--- config.mk ---
export PLATFORM = sky130hd
export DESIGN_NAME = pulse_distance_frame_decoder
export DESIGN_NICKNAME = d
export VERILOG_FILES = /design/src/rtl/core/pdfd_pkg.sv /design/src/rtl/core/pdfd_fifo.sv /design/src/rtl/core/pdfd_front.sv /design/src/rtl/core/pdfd_back.sv /design/src/rtl/core/pulse_distance_frame_decoder.sv
export VERILOG_INCLUDE_DIRS = /design/src /design/src/rtl/core
export SDC_FILE = /design/constraint.sdc
export NUM_CORES = 1
export LEC_CHECK = 0
export ABC_CLOCK_PERIOD_IN_PS = 6200
export BUFFER_PORTS_ARGS = -buffer_cell sky130_fd_sc_hd__clkbuf_2
export CAP_MARGIN = 20
export CORE_UTILIZATION = 45
export CTS_BUF_LIST = sky130_fd_sc_hd__clkbuf_2 sky130_fd_sc_hd__clkbuf_4 sky130_fd_sc_hd__clkbuf_8
export CTS_CLUSTER_DIAMETER = 50
export CTS_CLUSTER_SIZE = 40
export DETAILED_ROUTE_END_ITERATION = 8
export PLACE_DENSITY = 0.61
export SYNTH_ARGS = -nofsm -noshare
export SYNTH_HDL_FRONTEND = slang
export SYNTH_SLANG_ARGS = --single-unit
--- constraint.sdc ---
create_clock -name clk -period 6.2 [get_ports clk]
set_input_delay 0.31 -clock clk [delete_from_list [all_inputs] [get_ports clk]]
set_output_delay 0.31 -clock clk [all_outputs]
set_load 0.02 [all_outputs]
--- src/rtl/core/assert_macros.svh ---
// Assertion shorthands shared by the pulse-distance decoder RTL.
// No dependencies; pulled in by the modules that check their own logic.
`ifndef ASSERT_MACROS_SVH
`define ASSERT_MACROS_SVH

// Same-cycle implication, disabled while in reset.
`define ASSERT_NOW(label, clk, rst, ante, cons) \
  label: assert property (@(posedge clk) disable iff (rst) (ante) |-> (cons)) \
    else $error("%m: check failed");

// Next-cycle implication, disabled while in reset.
`define ASSERT_NEXT(label, clk, rst, ante, cons) \
  label: assert property (@(posedge clk) disable iff (rst) (ante) |=> (cons)) \
    else $error("%m: check failed");

`endif

--- src/rtl/core/pdfd_pkg.sv ---
// Shared types, constants and helpers for the pulse-distance frame decoder.
// No dependencies; imported by every module of the block.
package pdfd_pkg;

  localparam int FRAME_BYTES_DEF = 9;
  localparam int RING_SLOTS_DEF  = 5;
  localparam int CMD_DEPTH       = 4;
  localparam int OUT_DEPTH       = 4;

  localparam int DUR_W     = 15;
  localparam int LEN_W     = 10;
  localparam int CFG_IDX_W = 3;

  localparam logic [CFG_IDX_W-1:0] REG_RX_SPACE_LEVEL = 3'd0;
  localparam logic [CFG_IDX_W-1:0] REG_LEADING_SPACE  = 3'd1;
  localparam logic [CFG_IDX_W-1:0] REG_SPACE_ONE      = 3'd2;
  localparam logic [CFG_IDX_W-1:0] REG_SPACE_ZERO     = 3'd3;
  localparam logic [CFG_IDX_W-1:0] REG_NOISE_TOL      = 3'd4;

  localparam logic             RST_RX_SPACE_LEVEL = 1'b1;
  localparam logic [DUR_W-1:0] RST_LEADING_SPACE  = 15'd4000;
  localparam logic [DUR_W-1:0] RST_SPACE_ONE      = 15'd1500;
  localparam logic [DUR_W-1:0] RST_SPACE_ZERO     = 15'd500;
  localparam logic [DUR_W-1:0] RST_NOISE_TOL      = 15'd300;

  localparam logic OP_CAPTURE = 1'b0;
  localparam logic OP_READ    = 1'b1;

  typedef struct packed {
    logic             opcode;
    logic             first_of_capture;
    logic [LEN_W-1:0] capture_length;
    logic             level_a;
    logic [DUR_W-1:0] duration_a;
    logic             level_b;
    logic [DUR_W-1:0] duration_b;
  } in_item_t;

  typedef struct packed {
    logic [7:0] frame_byte;
    logic       frame_available;
    logic       last_byte;
  } out_item_t;

  // Classified item handed from front to back.
  typedef struct packed {
    logic is_read;
    logic first;
    logic len_ok;
    logic has_bit;
    logic bit_val;
  } cmd_t;

  function automatic logic [7:0] bit_reverse8(input logic [7:0] v);
    logic [7:0] r;
    for (int k = 0; k < 8; k++) begin
      r[k] = v[7-k];
    end
    return r;
  endfunction

endpackage

--- src/rtl/core/pdfd_fifo.sv ---
// Small register FIFO used for the command queue and the result queue.
// Depends on assert_macros.svh and pdfd_pkg.
`include "assert_macros.svh"

module pdfd_fifo
  import pdfd_pkg::*;
#(
  parameter int WIDTH = 8,
  parameter int DEPTH = CMD_DEPTH
) (
  input  logic                       clk,
  input  logic                       rst,
  input  logic                       wr_en,
  input  logic [WIDTH-1:0]           wr_data,
  output logic                       full,
  input  logic                       rd_en,
  output logic [WIDTH-1:0]           rd_data,
  output logic                       empty,
  output logic [$clog2(DEPTH+1)-1:0] count
);

  localparam int PTR_W = $clog2(DEPTH);
  localparam int CNT_W = $clog2(DEPTH+1);

  logic [WIDTH-1:0] slots [DEPTH];
  logic [PTR_W-1:0] wr_ptr;
  logic [PTR_W-1:0] rd_ptr;
  logic             do_wr;
  logic             do_rd;

  assign full    = (count == CNT_W'(DEPTH));
  assign empty   = (count == '0);
  assign do_wr   = wr_en && !full;
  assign do_rd   = rd_en && !empty;
  assign rd_data = slots[rd_ptr];

  always_ff @(posedge clk) begin
    if (do_wr) begin
      slots[wr_ptr] <= wr_data;
    end
  end

  always_ff @(posedge clk) begin
    if (rst) begin
      wr_ptr <= '0;
      rd_ptr <= '0;
      count  <= '0;
    end else begin
      if (do_wr) begin
        wr_ptr <= (wr_ptr == PTR_W'(DEPTH-1)) ? '0 : wr_ptr + 1'b1;
      end
      if (do_rd) begin
        rd_ptr <= (rd_ptr == PTR_W'(DEPTH-1)) ? '0 : rd_ptr + 1'b1;
      end
      if (do_wr && !do_rd) begin
        count <= count + 1'b1;
      end else if (do_rd && !do_wr) begin
        count <= count - 1'b1;
      end
    end
  end

  `ASSERT_NOW(a_count_bound, clk, rst, 1'b1, count <= CNT_W'(DEPTH))
  `ASSERT_NEXT(a_count_grows, clk, rst, do_wr && !do_rd, count == $past(count) + 1'b1)

endmodule

--- src/rtl/core/pdfd_front.sv ---
// Front end: timing registers and per-item space classification.
// Depends on pdfd_pkg.
module pdfd_front
  import pdfd_pkg::*;
#(
  parameter int FRAME_BYTES = FRAME_BYTES_DEF
) (
  input  logic                 clk,
  input  logic                 rst,
  input  logic                 cfg_we,
  input  logic [CFG_IDX_W-1:0] cfg_index,
  input  logic [DUR_W-1:0]     cfg_data,
  input  in_item_t             item,
  output cmd_t                 cmd
);

  logic             rx_space_level;
  logic [DUR_W-1:0] leading_space_us;
  logic [DUR_W-1:0] space_one_us;
  logic [DUR_W-1:0] space_zero_us;
  logic [DUR_W-1:0] noise_tolerance_us;

  logic             space_found;
  logic [DUR_W-1:0] space_dur;
  logic             in_lead;
  logic             near_one;
  logic             near_zero;

  // |d - nominal| < tol, on 16-bit signed differences
  function automatic logic near(input logic [DUR_W-1:0] d, input logic [DUR_W-1:0] nom,
                                input logic [DUR_W-1:0] tol);
    logic signed [DUR_W:0] diff;
    logic        [DUR_W:0] mag;
    diff = $signed({1'b0, d}) - $signed({1'b0, nom});
    mag  = (diff < 0) ? $unsigned(-diff) : $unsigned(diff);
    return mag < {1'b0, tol};
  endfunction

  always_ff @(posedge clk) begin
    if (rst) begin
      rx_space_level     <= RST_RX_SPACE_LEVEL;
      leading_space_us   <= RST_LEADING_SPACE;
      space_one_us       <= RST_SPACE_ONE;
      space_zero_us      <= RST_SPACE_ZERO;
      noise_tolerance_us <= RST_NOISE_TOL;
    end else if (cfg_we) begin
      unique case (cfg_index)
        REG_RX_SPACE_LEVEL: rx_space_level     <= cfg_data[0];
        REG_LEADING_SPACE:  leading_space_us   <= cfg_data;
        REG_SPACE_ONE:      space_one_us       <= cfg_data;
        REG_SPACE_ZERO:     space_zero_us      <= cfg_data;
        REG_NOISE_TOL:      noise_tolerance_us <= cfg_data;
        default: ;
      endcase
    end
  end

  always_comb begin
    space_found = 1'b1;
    space_dur   = item.duration_a;
    if (item.level_a == rx_space_level) begin
      space_dur = item.duration_a;
    end else if (item.level_b == rx_space_level) begin
      space_dur = item.duration_b;
    end else begin
      space_found = 1'b0;
    end
    in_lead   = near(space_dur, leading_space_us, noise_tolerance_us);
    near_one  = near(space_dur, space_one_us, noise_tolerance_us);
    near_zero = near(space_dur, space_zero_us, noise_tolerance_us);

    cmd.is_read = (item.opcode == OP_READ);
    cmd.first   = item.first_of_capture;
    cmd.len_ok  = ({1'b0, item.capture_length} >= (LEN_W+1)'(FRAME_BYTES * 8));
    cmd.has_bit = space_found && !in_lead && (near_one || near_zero);
    cmd.bit_val = near_one;
  end

endmodule

--- src/rtl/core/pdfd_back.sv ---
// Back end: byte assembly, frame ring memory and frame readout sequencer.
// Depends on assert_macros.svh and pdfd_pkg.
`include "assert_macros.svh"

module pdfd_back
  import pdfd_pkg::*;
#(
  parameter int FRAME_BYTES = FRAME_BYTES_DEF,
  parameter int RING_SLOTS  = RING_SLOTS_DEF
) (
  input  logic                           clk,
  input  logic                           rst,
  input  logic                           cmd_empty,
  input  cmd_t                           cmd,
  output logic                           cmd_pop,
  input  logic                           out_full,
  input  logic [$clog2(OUT_DEPTH+1)-1:0] out_count,
  output logic                           out_we,
  output out_item_t                      out_data
);

  localparam int DEPTH  = RING_SLOTS * FRAME_BYTES;
  localparam int ADDR_W = $clog2(DEPTH);
  localparam int SLOT_W = $clog2(RING_SLOTS);
  localparam int POS_W  = $clog2(FRAME_BYTES + 1);
  localparam int OCNT_W = $clog2(OUT_DEPTH + 1);

  typedef enum logic [1:0] {
    ST_IDLE = 2'b01,
    ST_READ = 2'b10
  } state_t;

  state_t            state;
  logic [SLOT_W-1:0] write_slot;
  logic [SLOT_W-1:0] read_slot;
  logic [ADDR_W-1:0] wr_base;
  logic [ADDR_W-1:0] rd_base;
  logic [POS_W-1:0]  byte_pos;
  logic [8:0]        shifter;
  logic              cap_open;
  logic [POS_W-1:0]  rd_cnt;
  logic              rd_pend;
  logic              rd_last;
  logic [7:0]        mem_q;
  logic [7:0]        mem [DEPTH];

  logic              out_room;
  logic              cap_pop;
  logic              read_pop;
  logic              ring_empty;
  logic              open_eff;
  logic [POS_W-1:0]  pos_eff;
  logic [8:0]        shift_base;
  logic [8:0]        shift_next;
  logic              take_bit;
  logic              byte_done;
  logic              frame_done;
  logic [ADDR_W-1:0] mem_waddr;
  logic              issue;
  logic              issue_last;
  logic [ADDR_W-1:0] mem_raddr;

  always_comb begin
    out_room   = ((OCNT_W+1)'(out_count) + (OCNT_W+1)'(rd_pend)) < (OCNT_W+1)'(OUT_DEPTH);
    ring_empty = (read_slot == write_slot);
    cmd_pop    = (state == ST_IDLE) && !cmd_empty && (!cmd.is_read || (!rd_pend && out_room));
    cap_pop    = cmd_pop && !cmd.is_read;
    read_pop   = cmd_pop && cmd.is_read;

    // first item restarts assembly before its own bit lands
    open_eff   = cmd.first ? cmd.len_ok : cap_open;
    pos_eff    = cmd.first ? '0 : byte_pos;
    shift_base = cmd.first ? 9'd1 : shifter;
    shift_next = {shift_base[7:0], cmd.bit_val};
    take_bit   = cap_pop && open_eff && cmd.has_bit;
    byte_done  = take_bit && shift_next[8];
    frame_done = byte_done && (pos_eff == POS_W'(FRAME_BYTES - 1));
    mem_waddr  = wr_base + ADDR_W'(pos_eff);

    issue      = (state == ST_READ) && out_room;
    issue_last = (rd_cnt == POS_W'(FRAME_BYTES - 1));
    mem_raddr  = rd_base + ADDR_W'(rd_cnt);

    out_we   = rd_pend || (read_pop && ring_empty);
    out_data = '{frame_byte: 8'h00, frame_available: 1'b0, last_byte: 1'b1};
    if (rd_pend) begin
      out_data = '{frame_byte: mem_q, frame_available: 1'b1, last_byte: rd_last};
    end
  end

  always_ff @(posedge clk) begin
    if (byte_done) begin
      mem[mem_waddr] <= bit_reverse8(shift_next[7:0]);
    end
    if (issue) begin
      mem_q <= mem[mem_raddr];
    end
  end

  always_ff @(posedge clk) begin
    if (rst) begin
      state      <= ST_IDLE;
      write_slot <= '0;
      read_slot  <= '0;
      wr_base    <= '0;
      rd_base    <= '0;
      byte_pos   <= '0;
      shifter    <= 9'd1;
      cap_open   <= 1'b0;
      rd_cnt     <= '0;
      rd_pend    <= 1'b0;
      rd_last    <= 1'b0;
    end else begin
      rd_pend <= issue;
      rd_last <= issue && issue_last;
      if (cap_pop) begin
        cap_open <= open_eff && !frame_done;
        if (byte_done) begin
          shifter <= 9'd1;
        end else if (take_bit) begin
          shifter <= shift_next;
        end else begin
          shifter <= shift_base;
        end
        if (frame_done) begin
          byte_pos <= '0;
        end else if (byte_done) begin
          byte_pos <= pos_eff + 1'b1;
        end else begin
          byte_pos <= pos_eff;
        end
        if (frame_done) begin
          write_slot <= (write_slot == SLOT_W'(RING_SLOTS - 1)) ? '0 : write_slot + 1'b1;
          wr_base    <= (write_slot == SLOT_W'(RING_SLOTS - 1)) ? '0 :
                        wr_base + ADDR_W'(FRAME_BYTES);
        end
      end
      unique case (state)
        ST_IDLE: begin
          if (read_pop && !ring_empty) begin
            state  <= ST_READ;
            rd_cnt <= '0;
          end
        end
        ST_READ: begin
          if (issue) begin
            rd_cnt <= rd_cnt + 1'b1;
            if (issue_last) begin
              state     <= ST_IDLE;
              read_slot <= (read_slot == SLOT_W'(RING_SLOTS - 1)) ? '0 : read_slot + 1'b1;
              rd_base   <= (read_slot == SLOT_W'(RING_SLOTS - 1)) ? '0 :
                           rd_base + ADDR_W'(FRAME_BYTES);
            end
          end
        end
        default: state <= ST_IDLE;
      endcase
    end
  end

  `ASSERT_NOW(a_read_has_frame, clk, rst, state == ST_READ, read_slot != write_slot)
  `ASSERT_NOW(a_push_has_room, clk, rst, out_we, !out_full)
  `ASSERT_NOW(a_no_write_in_read, clk, rst, state == ST_READ, !byte_done)

endmodule

--- src/rtl/core/pulse_distance_frame_decoder.sv ---
// Top level of the pulse-distance frame decoder.
// Depends on assert_macros.svh, pdfd_pkg, pdfd_fifo, pdfd_front and pdfd_back.
//
// Usage:
//  - Input channel (push/full): capture items and frame read requests. An item
//    is taken on a clock edge with push high and full low. The front classifies
//    each item in the same cycle and drops it into a 4-beat command queue.
//  - Result channel (empty/pop): a 4-beat result queue. While empty is low the
//    oldest result sits on result; it leaves on an edge with pop high.
//  - Config channel (cfg_valid/cfg_ready): cfg_ready is always high; indexes
//    0..4 pick the space level and the four timing values, others are dropped.
//    Write only while the block is idle.
//  - Throughput: the back end retires one capture item per cycle while idle.
//    A frame read holds it from the request until its last byte is issued,
//    one byte per cycle while the result queue has room, through the single
//    read port of the ring memory; a following read waits for that byte's push.
//  - Read path: a request passes the command queue, address issue and memory
//    read before its first byte is queued; an empty ring skips issue and read.
//  - Stall: when pop stays low the result queue fills, byte issue pauses, the
//    command queue backs up and finally full rises. Nothing is dropped.
//  - Reset (rst, synchronous): queues empty, ring slots and assembly state
//    cleared, timing registers back to defaults. The ring memory itself is not
//    cleared; only fully written slots are ever read.
`include "assert_macros.svh"

module pulse_distance_frame_decoder
  import pdfd_pkg::*;
#(
  parameter int FRAME_BYTES = FRAME_BYTES_DEF,
  parameter int RING_SLOTS  = RING_SLOTS_DEF
) (
  input  logic                 clk,
  input  logic                 rst,
  input  logic                 push,
  output logic                 full,
  input  in_item_t             item,
  output logic                 empty,
  input  logic                 pop,
  output out_item_t            result,
  input  logic                 cfg_valid,
  output logic                 cfg_ready,
  input  logic [CFG_IDX_W-1:0] cfg_index,
  input  logic [DUR_W-1:0]     cfg_data
);

  localparam int CMD_W  = $bits(cmd_t);
  localparam int OUT_W  = $bits(out_item_t);
  localparam int CCNT_W = $clog2(CMD_DEPTH + 1);
  localparam int OCNT_W = $clog2(OUT_DEPTH + 1);

  cmd_t              cmd_in;
  logic [CMD_W-1:0]  cmd_q_bits;
  logic              cmd_empty;
  logic              cmd_pop;
  logic [CCNT_W-1:0] cmd_count;

  logic              out_we;
  out_item_t         out_data;
  logic              out_full;
  logic [OCNT_W-1:0] out_count;
  logic [OUT_W-1:0]  result_bits;

  assign cfg_ready = 1'b1;
  assign result    = out_item_t'(result_bits);

  // front: config registers and classification
  pdfd_front #(
    .FRAME_BYTES (FRAME_BYTES)
  ) u_front (
    .clk       (clk),
    .rst       (rst),
    .cfg_we    (cfg_valid && cfg_ready),
    .cfg_index (cfg_index),
    .cfg_data  (cfg_data),
    .item      (item),
    .cmd       (cmd_in)
  );

  // decoupling queue between front and back
  pdfd_fifo #(
    .WIDTH (CMD_W),
    .DEPTH (CMD_DEPTH)
  ) u_cmd_q (
    .clk     (clk),
    .rst     (rst),
    .wr_en   (push),
    .wr_data (CMD_W'(cmd_in)),
    .full    (full),
    .rd_en   (cmd_pop),
    .rd_data (cmd_q_bits),
    .empty   (cmd_empty),
    .count   (cmd_count)
  );

  // back: assembly, ring memory, readout
  pdfd_back #(
    .FRAME_BYTES (FRAME_BYTES),
    .RING_SLOTS  (RING_SLOTS)
  ) u_back (
    .clk       (clk),
    .rst       (rst),
    .cmd_empty (cmd_empty),
    .cmd       (cmd_t'(cmd_q_bits)),
    .cmd_pop   (cmd_pop),
    .out_full  (out_full),
    .out_count (out_count),
    .out_we    (out_we),
    .out_data  (out_data)
  );

  // result queue decouples readout from the receiver
  pdfd_fifo #(
    .WIDTH (OUT_W),
    .DEPTH (OUT_DEPTH)
  ) u_out_q (
    .clk     (clk),
    .rst     (rst),
    .wr_en   (out_we),
    .wr_data (OUT_W'(out_data)),
    .full    (out_full),
    .rd_en   (pop),
    .rd_data (result_bits),
    .empty   (empty),
    .count   (out_count)
  );

  `ASSERT_NOW(a_cmd_count_sane, clk, rst, cmd_pop, cmd_count != '0)

endmodule
==> metrics <==
worst min-delay path class=in2reg; WHS Path Cells=3; I/O pins=80; final hold slack=47.31 ps; Post-synth EDFFs=428; normalized max-slew margin=0.2553; largest family of logic cells by synthesized area=multiplexers; Non-Filler Instances=2809; Post-Route WL=58620 um; total number of vias=15760; Seq/Total Area, Yosys=0.5873; fraction of the mapped netlist area in adder cells=0.06336; fin crit share=0.9287; post-route ant nets=0; Max-cap violations=0; CTS tree=done; gpl congestion=0.9265; outcome=complete, no violations; Worst Setup Start Kind=register; P&R area growth vs syn=10.67%; crit-path max FO=9; Multi-input gate area=10150 um^2; Critical Path Max Stage Delay=470 ps; WP data required=6710 ps; width of the die=241.9 um; die area=58540 um^2; initial DRC count=1143; drt pass-1 iters=7; CTS H-tree depth=2; Setup Skew=72.39 ps; DRC errors left=0; initial antenna violation count=0; Yosys top cell area share=0.4961; fill count=4801; YS warnings=0; mux contribution to synthesized area=0.1243; vias per inst=5.612; Worst Reg-to-Reg Cells=22; fin. max-slew vios=0; first-pass GRT wire length=89780 um; FMAX=0.1737 GHz; worst r2r src=u_front.rx_space_level; ys async rst share=0; Post-Synth XOR/XNOR Area=0.03245; vias in the first global route=15440; Post-Syn Nets=2112; setup ws final=441.8 ps; Synth area leaders=edfxtp_1 (50%), mux4_2 (11%), dfxtp_1 (9.1%), ha_1 (5.8%), nor2_1 (2.7%); Synth Flop Type=edfxtp_1; ant diodes=0; Min-Delay Startpoint=item[40]; slowest CP cell=o41ai_1; GR Overflow Total=0; Power Total=8.180 mW; largest area contributor in the netlist=edfxtp_1; TNS Setup=0 ps; Die H=241.9 um; crit path cell chain=nand2b_1 -> o21ai_2 -> mux2_2 -> ha_1 -> nor2b_1 -> o31a_1 -> o311ai_1 -> nor2_1 -> o41ai_1 -> o21ai_1 -> nor2_1 -> xnor2_1 -> ha_1 -> a21o_1 -> a21o_1 -> a21oi_1 -> nor2b_1 -> o21ai_0 -> nand2b_1 -> a221o_1 -> a31oi_1 -> o211a_1; Fin. Hold Viols=0; Synth Instances=1918; CTS Root Cell=clkbuf_8; PD cells=285.3 nW/um^2; Critical Path AT=6270 ps; post-DP HPWL=40010 um; most frequent cells in the layout=edfxtp_1 (428), nor2_1 (189), nand2_1 (152); hold path endpoint=u_cmd_q.slots[0][2]; pin count of the biggest net entering global routing=98; mapped cell area=25910 um^2; Buffers on Ports=75; Worst Tran Pin Value=1117 ps; #FFs+latches synth=546; CTS Buf Count=52; GRT Overall Usage=0.1987; Worst-path clk slew=90 ps; crit end category=register; Reg area=15210 um^2; Yosys cell types=73; Leak=9.935 nW; commonest non-fill, non-tap cell in the layout=edfxtp_1; pre-CTS WS=307.0 ps; crit path time final=5758 ps; row cnt=87; Simple-Gate Fraction of Synth Area=0.09678; Mean Syn Cell Area=13.51 um^2; core area=56600 um^2; Skew-Pair Late Insertion Delay=720 ps; RSZ-0062 raised after global routing=no; r2r setup slk=440 ps; Peak VDD IR=0.0001879 V; # setup viols final=0; compound-gate portion of the synthesized area=0.07167; Avg WL per Cell=20.87 um; Placed Cells incl. Taps=2691; r2r endpoint=u_cmd_q.slots[0][1]; Num Clock Sinks=546; layout cell share with drive strength beyond 1=0.1715; Initial Util=0.4577; Clock Path Buffers=3; Setup CP Type=reg2reg; Nets=2203
metrics by stage:
step / instance area [um^2] / util
2_1_floorplan: 25910 / -
3_3_place_gp: 27130 / 0.4793
3_5_place_dp: 27130 / 0.4793
4_1_cts: 28610 / 0.5054
5_1_grt: 28670 / 0.5065
6_report: 28670 / 0.5065
how the worst max path moves through the flow:
stage	start	end	slack, ps	cells after the start
final	u_front.rx_space_level	u_cmd_q.slots[0][1]	440	22
after global placement	item[31]	u_cmd_q.slots[0][1]	420	23
after floorplan	u_front.rx_space_level	u_cmd_q.slots[0][1]	650	24
after detailed placement	item[31]	u_cmd_q.slots[3][1]	310	23
after CTS	u_front.rx_space_level	u_cmd_q.slots[2][1]	270	22
after global routing	u_front.rx_space_level	u_cmd_q.slots[1][1]	10	22
where the power goes:
part	total, mW	internal (mW)	switching (mW)
clock	2.59	1.12	1.47
combinational	1.41	0.569	0.842
sequential	4.18	4.10	0.0805
total	8.18	5.79	2.39
per-layer routing:
| metal | vias up | global-route usage | routed length [um] |
|---|---|---|---|
| met5 | - | 0 | 0 |
| met4 | 0 | 0.05119 | 1197 |
| met3 | 83 | 0.03135 | 3025 |
| met2 | 374 | 0.3145 | 27470 |
| met1 | 7927 | 0.2865 | 26920 |
| li1 | 7379 | - | - |
flip-flops by register name (all words and copies together) (netlist names), 2 cells and up, named ones only:
signal,cells
u_back.byte_pos,4
u_back.mem,360
u_back.mem_q,8
u_back.rd_base,6
u_back.rd_cnt,4
u_back.read_slot,3
u_back.shifter,8
u_back.state,2
u_back.wr_base,6
u_back.write_slot,3
u_cmd_q.count,3
u_cmd_q.rd_ptr,2
u_cmd_q.slots,20
u_cmd_q.wr_ptr,2
u_front.leading_space_us,15
u_front.noise_tolerance_us,15
u_front.space_one_us,15
u_front.space_zero_us,15
u_out_q.count,3
u_out_q.rd_ptr,2
u_out_q.slots,40
u_out_q.wr_ptr,2
cell families after synthesis:
logic type / after synthesis
XOR/XNOR: 96
flip-flops: 546
buffers and inverters: 160
AO/OA/AOI/OAI: 296
adder cells (fa/ha/maj): 127
multiplexers: 161
other: 1
AND/OR/NAND/NOR: 531
area by class of cell:
cell class                 instances  share of cell area
sequential                       546              0.5306
multi-input combinational       1212              0.3541
tap                              756             0.03299
clock buffer                      53             0.02522
timing repair buffer             108             0.02514
clock inverter                    45             0.02025
inverter                          89             0.01165
timing repair:
item                                    CTS  global route
endpoints found under the setup margin    0             8
hold endpoints to repair                 68             0
buffers inserted                          0             0
gates resized for setup                   0             1
hold buffers                             17             0
cells in the mapped netlist, types with 7 or more instances:
| master | n |
|---|---|
| a21o_1 | 23 |
| mux4_2 | 127 |
| a211oi_1 | 7 |
| xnor2_1 | 49 |
| a21oi_1 | 122 |
| ha_1 | 120 |
| a31oi_1 | 13 |
| nor3_1 | 22 |
| nor2b_1 | 25 |
| o21a_1 | 12 |
| mux2_2 | 15 |
| and2_1 | 24 |
| o31a_1 | 7 |
| edfxtp_1 | 428 |
| nor2_1 | 189 |
| nand3_1 | 22 |
| nand2b_1 | 18 |
| nand3b_1 | 20 |
| nand4_1 | 8 |
| dfxtp_1 | 118 |
| xor2_1 | 47 |
| fa_1 | 7 |
| inv_1 | 89 |
| a211o_1 | 11 |
| nand2_1 | 152 |
| mux2i_1 | 19 |
| o21ai_0 | 43 |
| or3_1 | 10 |
| and3_1 | 9 |
| clkbuf_1 | 54 |
| buf_1 | 11 |
critical path, delay by kind of cell (launching register included):
family / cells / cell delay, ps
compound gates: 12 / 3340
xor+xnor: 1 / 140
fa+ha+maj: 2 / 560
flops: 1 / 340
mux: 1 / 450
simple gates: 6 / 770
(Power assumes the default switching activity.)
